===== config.mk =====
export PLATFORM = sky130hd
export DESIGN_NAME = arbb_extent
export DESIGN_NICKNAME = d
export VERILOG_FILES = /design/src/rtl/core/arbb_pkg.sv /design/src/rtl/core/arbb_extent.sv
export SDC_FILE = /design/constraint.sdc
export NUM_CORES = 1
export LEC_CHECK = 0
export BUFFER_PORTS_ARGS = -buffer_cell sky130_fd_sc_hd__clkbuf_2
export CORE_MARGIN = 1.5
export CORE_UTILIZATION = 30
export DETAILED_ROUTE_END_ITERATION = 8
export GPL_ROUTABILITY_DRIVEN = 0
export GPL_TIMING_DRIVEN = 0
export PLACE_DENSITY = 0.58
export SLEW_MARGIN = 15
export SYNTH_ARGS = -nofsm -noshare
export SYNTH_HDL_FRONTEND = slang
export SYNTH_SLANG_ARGS = --single-unit

===== constraint.sdc =====
create_clock -name clk_i -period 4.1 [get_ports clk_i]
set_input_delay 0.41 -clock clk_i [delete_from_list [all_inputs] [get_ports clk_i]]
set_output_delay 0.41 -clock clk_i [all_outputs]
set_load 0.03 [all_outputs]

===== src/rtl/core/arbb_pkg.sv =====
// Types, constants and fixed-point helpers shared by the affine bounding box block.
package arbb_pkg;

  // Number format: signed fixed point, CoordBits wide with FracBits fraction bits.
  localparam int unsigned CoordBits  = 32;
  localparam int unsigned FracBits   = 16;
  localparam int unsigned ProdBits   = 2 * CoordBits;
  localparam int unsigned ScaledBits = ProdBits - FracBits;
  localparam int unsigned WideBits   = CoordBits + 2;
  localparam int unsigned CfgIdxBits = 3;

  // Register stages from the input word to the output register.
  localparam int unsigned NumStages  = 7;

  typedef logic signed [CoordBits-1:0]  coord_t;
  typedef logic        [CoordBits-2:0]  extent_t;
  typedef logic signed [WideBits-1:0]   wide_t;
  typedef logic signed [ProdBits-1:0]   prod_t;
  typedef logic signed [ScaledBits-1:0] scaled_t;

  localparam coord_t CoordMax = coord_t'({1'b0, {(CoordBits-1){1'b1}}});
  localparam coord_t CoordMin = coord_t'({1'b1, {(CoordBits-1){1'b0}}});
  localparam coord_t CoefOne  = coord_t'(1) << FracBits;

  // Configuration register indexes.
  typedef enum logic [CfgIdxBits-1:0] {
    CfgCoefXx  = CfgIdxBits'(0),
    CfgCoefXy  = CfgIdxBits'(1),
    CfgOffsetX = CfgIdxBits'(2),
    CfgCoefYx  = CfgIdxBits'(3),
    CfgCoefYy  = CfgIdxBits'(4),
    CfgOffsetY = CfgIdxBits'(5)
  } cfg_idx_e;

  // Input word: one rectangle.
  typedef struct packed {
    coord_t rect_left;
    coord_t rect_top;
    coord_t rect_width;
    coord_t rect_height;
  } rect_t;

  // Output word: the bounding box of the mapped corners.
  typedef struct packed {
    coord_t  box_left;
    coord_t  box_top;
    extent_t box_width;
    extent_t box_height;
  } box_t;

  // Advance strobes for the three stages of the extent reduction.
  typedef struct packed {
    logic pair;
    logic total;
    logic span;
  } ext_adv_t;

  // Sign-extend a coordinate to the width used for sums.
  function automatic wide_t widen(input coord_t a);
    return wide_t'(a);
  endfunction

  // Saturate a sum of up to three coordinates to the coordinate range.
  function automatic coord_t sat_coord(input wide_t v);
    if (v[WideBits-1:CoordBits-1] == {3{v[CoordBits-1]}}) begin
      return v[CoordBits-1:0];
    end else if (v[WideBits-1]) begin
      return CoordMin;
    end else begin
      return CoordMax;
    end
  endfunction

  // Exact signed product of two coordinates.
  function automatic prod_t mul_full(input coord_t a, input coord_t b);
    return prod_t'(a) * prod_t'(b);
  endfunction

  // Drop the fraction bits (rounding toward minus infinity) and saturate.
  function automatic coord_t scale_sat(input prod_t p);
    scaled_t q;
    q = p[ProdBits-1:FracBits];
    if (q[ScaledBits-1:CoordBits-1] == {(ScaledBits-CoordBits+1){q[CoordBits-1]}}) begin
      return q[CoordBits-1:0];
    end else if (q[ScaledBits-1]) begin
      return CoordMin;
    end else begin
      return CoordMax;
    end
  endfunction

endpackage


===== src/rtl/core/arbb_extent.sv =====
// Min/max reduction over four mapped corners and the saturated box extent.
module arbb_extent (
  input  logic                          clk_i,
  input  arbb_pkg::ext_adv_t            adv_i,
  input  arbb_pkg::coord_t [3:0]        px_i,
  input  arbb_pkg::coord_t [3:0]        py_i,
  output arbb_pkg::box_t                box_o
);

  arbb_pkg::coord_t [1:0] minx_q, maxx_q, miny_q, maxy_q;
  arbb_pkg::coord_t       minx_tot_q, maxx_tot_q, miny_tot_q, maxy_tot_q;
  arbb_pkg::box_t         box_q, box_d;

  logic signed [arbb_pkg::CoordBits:0] dx, dy;

  // First level: pairs of corners that share the same x input value.
  always_ff @(posedge clk_i) begin
    if (adv_i.pair) begin
      for (int k = 0; k < 2; k++) begin
        minx_q[k] <= (px_i[2*k] < px_i[2*k+1]) ? px_i[2*k] : px_i[2*k+1];
        maxx_q[k] <= (px_i[2*k] > px_i[2*k+1]) ? px_i[2*k] : px_i[2*k+1];
        miny_q[k] <= (py_i[2*k] < py_i[2*k+1]) ? py_i[2*k] : py_i[2*k+1];
        maxy_q[k] <= (py_i[2*k] > py_i[2*k+1]) ? py_i[2*k] : py_i[2*k+1];
      end
    end
  end

  // Second level: overall least and greatest per axis.
  always_ff @(posedge clk_i) begin
    if (adv_i.total) begin
      minx_tot_q <= (minx_q[0] < minx_q[1]) ? minx_q[0] : minx_q[1];
      maxx_tot_q <= (maxx_q[0] > maxx_q[1]) ? maxx_q[0] : maxx_q[1];
      miny_tot_q <= (miny_q[0] < miny_q[1]) ? miny_q[0] : miny_q[1];
      maxy_tot_q <= (maxy_q[0] > maxy_q[1]) ? maxy_q[0] : maxy_q[1];
    end
  end

  // The difference is never negative, so only the top magnitude bit can overflow.
  always_comb begin
    dx = (arbb_pkg::CoordBits+1)'(maxx_tot_q) - (arbb_pkg::CoordBits+1)'(minx_tot_q);
    dy = (arbb_pkg::CoordBits+1)'(maxy_tot_q) - (arbb_pkg::CoordBits+1)'(miny_tot_q);
    box_d.box_left   = minx_tot_q;
    box_d.box_top    = miny_tot_q;
    box_d.box_width  = dx[arbb_pkg::CoordBits-1] ? '1 : dx[arbb_pkg::CoordBits-2:0];
    box_d.box_height = dy[arbb_pkg::CoordBits-1] ? '1 : dy[arbb_pkg::CoordBits-2:0];
  end

  // Output register.
  always_ff @(posedge clk_i) begin
    if (adv_i.span) begin
      box_q <= box_d;
    end
  end

  assign box_o = box_q;

endmodule


# Word-level counts from Yosys, hierarchy flattened
# Cells that the tools add are included.
dict set report word_totals {
  register_bits 510
  input_bits 260
  out_inout_bits 126
  wordCells 42
}
dict set report classes {
  add_sub_neg 2
  n_lt_le_gt_ge 12
  mux 12
}
# operator count
set ops {}
lappend ops {{$mux W32} 12}
lappend ops {{$gt A32 B32 Y1} 6}
lappend ops {{$lt A32 B32 Y1} 6}
lappend ops {{$sub A32 B32 Y32} 2}

# Longest topological paths before layout
dict set report logic_depth {
  depth_word 2
  depth_mapped 13
  ltp_nobuf 12
}

# Least setup slack after synthesis
# No wires, ideal clock.
dict set report synth_path {
  path_kind {register to register}
  start {register miny_tot_q[0]}
  end {register box_q (netlist bit box_o[30]), data pin}
  setup_ps 254
  arrival_ps 2723
  required_ps 3846
  path_slack_ps 1123
  path_stages_with_launch 12
  path_buffers 0
  synth_period_minus_slack_ps 2977
  path_cell_list {edfxtp_1 > ha_1 > fa_1 > and2b_1 > o31a_1 > o21ai_1 > o31ai_2 > a41o_1 > o21ai_1 > a2111oi_0 > o21ai_0 > a21bo_1}
}
dict set report synth_between {
  elab_chain_cells 1
}
# element line_no
set synth_rtl {}
lappend synth_rtl {{start, declared} arbb_extent.sv:11} ;# arbb_pkg::coord_t minx_tot_q, maxx_tot_q, miny_tot_q, maxy_tot_q;
lappend synth_rtl {{start signal, assigned} arbb_extent.sv:33} ;# miny_tot_q <= (miny_q[0] < miny_q[1]) ? miny_q[0] : miny_q[1];
lappend synth_rtl {{$sub A32 B32 Y32} arbb_extent.sv:41} ;# dy = (arbb_pkg::CoordBits+1)'(maxy_tot_q) - (arbb_pkg::CoordBits+1)'(miny_tot_q);
lappend synth_rtl {{end signal, assigned} arbb_extent.sv:51} ;# box_q <= box_d;
lappend synth_rtl {{end, declared} arbb_extent.sv:12} ;# arbb_pkg::box_t box_q, box_d;
# Every way passes these cells.
# A chain may end at the register's enable or synchronous reset.

# Final worst setup path
dict set report layout_path {
  start {register minx_q[31] (netlist bit)}
  end {register minx_tot_q[1], data pin}
}
dict set report layout_between {
  elab_chain_cells 2
}
# element line_no
set layout_rtl {}
lappend layout_rtl {{start, declared} arbb_extent.sv:10} ;# arbb_pkg::coord_t [1:0] minx_q, maxx_q, miny_q, maxy_q;
lappend layout_rtl {{start signal, assigned by index} arbb_extent.sv:20} ;# minx_q[k] <= (px_i[2*k] < px_i[2*k+1]) ? px_i[2*k] : px_i[2*k+1];
lappend layout_rtl {{$lt A32 B32 Y1} arbb_extent.sv:31} ;# minx_tot_q <= (minx_q[0] < minx_q[1]) ? minx_q[0] : minx_q[1];
lappend layout_rtl {{$mux W32} arbb_extent.sv:31}
lappend layout_rtl {{end signal, assigned} arbb_extent.sv:31}
lappend layout_rtl {{end, declared} arbb_extent.sv:11}
# Every way passes these cells.

==> flow_summary.yaml <==
floorplan:
  core_area_sq_um: 102000
  fp.dieW_microns: 323
  fp-row-count: 117
  ios: 386
  die_h_microns: 323
  start_util_pct: 30.2
  die_area_sq_um: 104000
yosys:
  avgSynthCellArea_sq_um: 11.7
  ys.flop_type: "edfxtp_1"
  ys_seq_area_share_pct: 49.9
  ys_async_sr_fraction_pct: 0
  ys_ff_latch: 510
  synthCells: 2623
  synth_nets: 3201
  syn-cell-area_sq_um: 30700
  yosys_warnings: 0
  ys_types: 75
  synth_edf_count: 510
drt:
  wire_per_inst_microns: 19.7
  wl_met3_microns: 5640
  drt_pass1_iterations: 5
  top_layer_used: "met5"
  met2_length_microns: 43100
  totalWireLength_microns: 89200
  drtAntennaViolNets: 0
  post-route-drc-count: 0
  wl_met1_microns: 38200
  dr_total_vias: 21585
  viasPerCell: 4.78
  drt-initial-drc-count: 1590
critical_path:
  critPathLaunchType: "flip-flop"
  cp-end-kind: "flip-flop"
  cp.required_ns: 4.49
  crit_fanout: 10
  reg2reg_slack_ns: 0.15
  worstPathCellList: "ha_1 > nand4_1 > nor4_1 > o211ai_1 > o31a_1 > xnor2_1 > buf_2 > mux2_2"
  critPathKind: "flip-flop to flip-flop"
  slowest_delay_ns: 0.78
  crit_path_top_delay_cell: "nor4_1"
  worstPathArrival_ns: 4.34
cells_and_area:
  nFillCells: 10164
  final_cell_mix: "510 x edfxtp_1, 382 x clkbuf_2, 338 x inv_1, 316 x ha_1, 178 x nand2_1"
  nNetsFinal: 3671
  area_growth_pct: 19.5
  fin_area_sq_um: 36700
  final_common_cell: "edfxtp_1"
  drive_above_1_share_pct: 22.5
clock_network:
  clk_pin_slew_ns: 0.06
  cts.sinks: 510
  cts_tree: "yes"
  clk_path_buf_depth: 3
  numCtsBuffers: 58
  cts_hold_buf: 20
  cts_resized: 0
  clk_latency_ns: 0.67
  htreeDepth: 2
  postCtsSetupBuffers: 0
  root_buffer: "clkbuf_16"
power:
  pwr-share-seq_pct: 37.8
  power.internal_uw: 13100
  pwr-share-clk_pct: 26.5
  p_leak_uw: 0.0161
  netSwitchingPower_uw: 7440
  p_sw_share_pct: 36.2
  powerDensity_nw_per_um2: 559
  ir_drop_mv: 0.390
  power_frac_comb_pct: 35.7
grt:
  grt_pass1_wl_microns: 131000
  grt_usage_pct: 16.8
  overflow: 0
  grt_antenna_before_repair: 14
  grt_pass1_vias: 21305
  grt_max_degree: 81
timing:
  setup_viol: 0
  holdWs_ns: 0.0597
  drv_slew: 0
  hold_violations: 0
  finalCritPeriodShare_pct: 96.4
  fin_ws_ns: 0.149
  maxSlewHeadroom_pct: 45.2
  rsz0062_at_grt: "false"
  period_needed_ns: 3.95
  skew_ns: 0.0556
  setup_tns_ns: 0
  worst_pin_slew_ns: 0.814
  max_freq_mhz: 253
placement:
  port_buffers: 385
  dp_slack_ns: 0.0910
  dp_hpwl_microns: 71700
  placedInstanceArea_sq_um: 34500
min_path:
  hold_class: "primary input to flip-flop"
flow_run:
  drv_cap: 0
outcome:
  outcome: "completed"
==> cell usage after synthesis, drive strengths merged, types with 3 or more instances <==
cell type / instances / area (sq um)
o22a: 4 / 35.0
a2111oi: 4 / 41.3
o21ai: 173 / 885
or2: 7 / 43.8
and2: 33 / 206
nor2b: 24 / 150
o211a: 3 / 30.0
mux2: 262 / 2950
and4: 9 / 78.8
clkbuf: 44 / 165
xor2: 21 / 184
a211oi: 38 / 285
or3: 8 / 50.1
nor2: 40 / 175
inv: 338 / 1270
nand3: 15 / 75.1
a21o: 130 / 976
o22ai: 3 / 18.8
edfxtp: 510 / 15300
nand4: 55 / 344
o31ai: 9 / 77.6
mux2i: 31 / 310
o31a: 4 / 35.0
o2111a: 3 / 33.8
a21bo: 3 / 30.0
xnor2: 29 / 269
o21a: 25 / 188
nand2: 196 / 781
o2111ai: 4 / 35.0
o21bai: 4 / 30.0
and3: 7 / 43.8
buf: 33 / 210
o211ai: 6 / 50.1
nand2b: 18 / 113
nor4: 8 / 68.8
ha: 316 / 3950
a21oi: 154 / 778
a211o: 3 / 26.3
a31oi: 5 / 31.3
nor3: 15 / 75.1
==> final cells by class <==
class | count | area (sq um) | area share, %
clock buffer | 63 | 1470 | 4.00
sequential | 510 | 15300 | 41.7
clock inverter | 46 | 510 | 1.39
tap | 1368 | 1710 | 4.66
antenna | 7 | 17.5 | 0.0477
timing repair buffer | 410 | 2290 | 6.24
buffer | 77 | 375 | 1.02
multi-input combinational | 1698 | 13800 | 37.5
inverter | 338 | 1270 | 3.46
==> flip-flops by register name, summed over array words and instances, names as in the netlist, 64 cells and up <==
signal	count
miny_q	64
box_o	126
maxy_q	64
maxx_q	64
minx_q	64
==> final timing paths <==
check             cells after the start           start             to
hold / removal                        2       py_i[108]     maxy_q[44]
setup / recovery                      8      minx_q[31]  minx_tot_q[1]
setup reg to reg                      8      minx_q[31]  minx_tot_q[1]
hold reg to reg                       0  miny_tot_q[13]      box_o[75]
==> power groups by stage <==
stage                     clock, uW  sequential, uW  combinational, uW
after floorplan                   0            8310               4360
after global placement            0            7900               7270
after detailed placement          0            7870               7330
after CTS                      5570            7770               7390
after global routing           5750            7870               8090
final                          5430            7750               7330
==> stage by stage <==
step | util [%] | cells | power, uW
6_report | 36.1 | 4517 | 20500
5_1_grt | 36.1 | 4512 | 21700
4_1_cts | 36.1 | 4510 | 20700
3_5_place_dp | 34.0 | 4381 | 15200
3_3_place_gp | 33.8 | 4376 | 15200
2_1_floorplan | - | 2623 | 12700
==> worst max-delay path, delay by kind of cell (launching register included) <==
family / cells / cell delay, ns
xor gates and xnor gates: 1 / 0.39
and+or+nand+nor: 2 / 1.02
AOI/OAI and AO/OA: 2 / 0.64
muxes: 1 / 0.39
adders and majority gates: 1 / 0.40
buffers and inverters: 1 / 0.45
DFF: 1 / 0.39
==> cell families (layout without fill, tap and decap cells) <==
family	Yosys count	in the layout	share of synthesized area, %
adders and majority gates	318	318	13.0
buffers and inverters	415	934	5.35
muxes	293	293	10.6
and+or+nand+nor	443	443	7.39
AOI/OAI and AO/OA	594	594	12.3
other	0	7	0
DFF	510	510	49.9
xor gates and xnor gates	50	50	1.47
==> per-layer routing <==
metal / track usage (%) / up-vias
met5: 0 / -
met4: 4.43 / 10
met3: 2.84 / 124
met2: 29.1 / 577
met1: 21.7 / 10278
li1: - / 10596
Power figures use the tool's default switching activity.
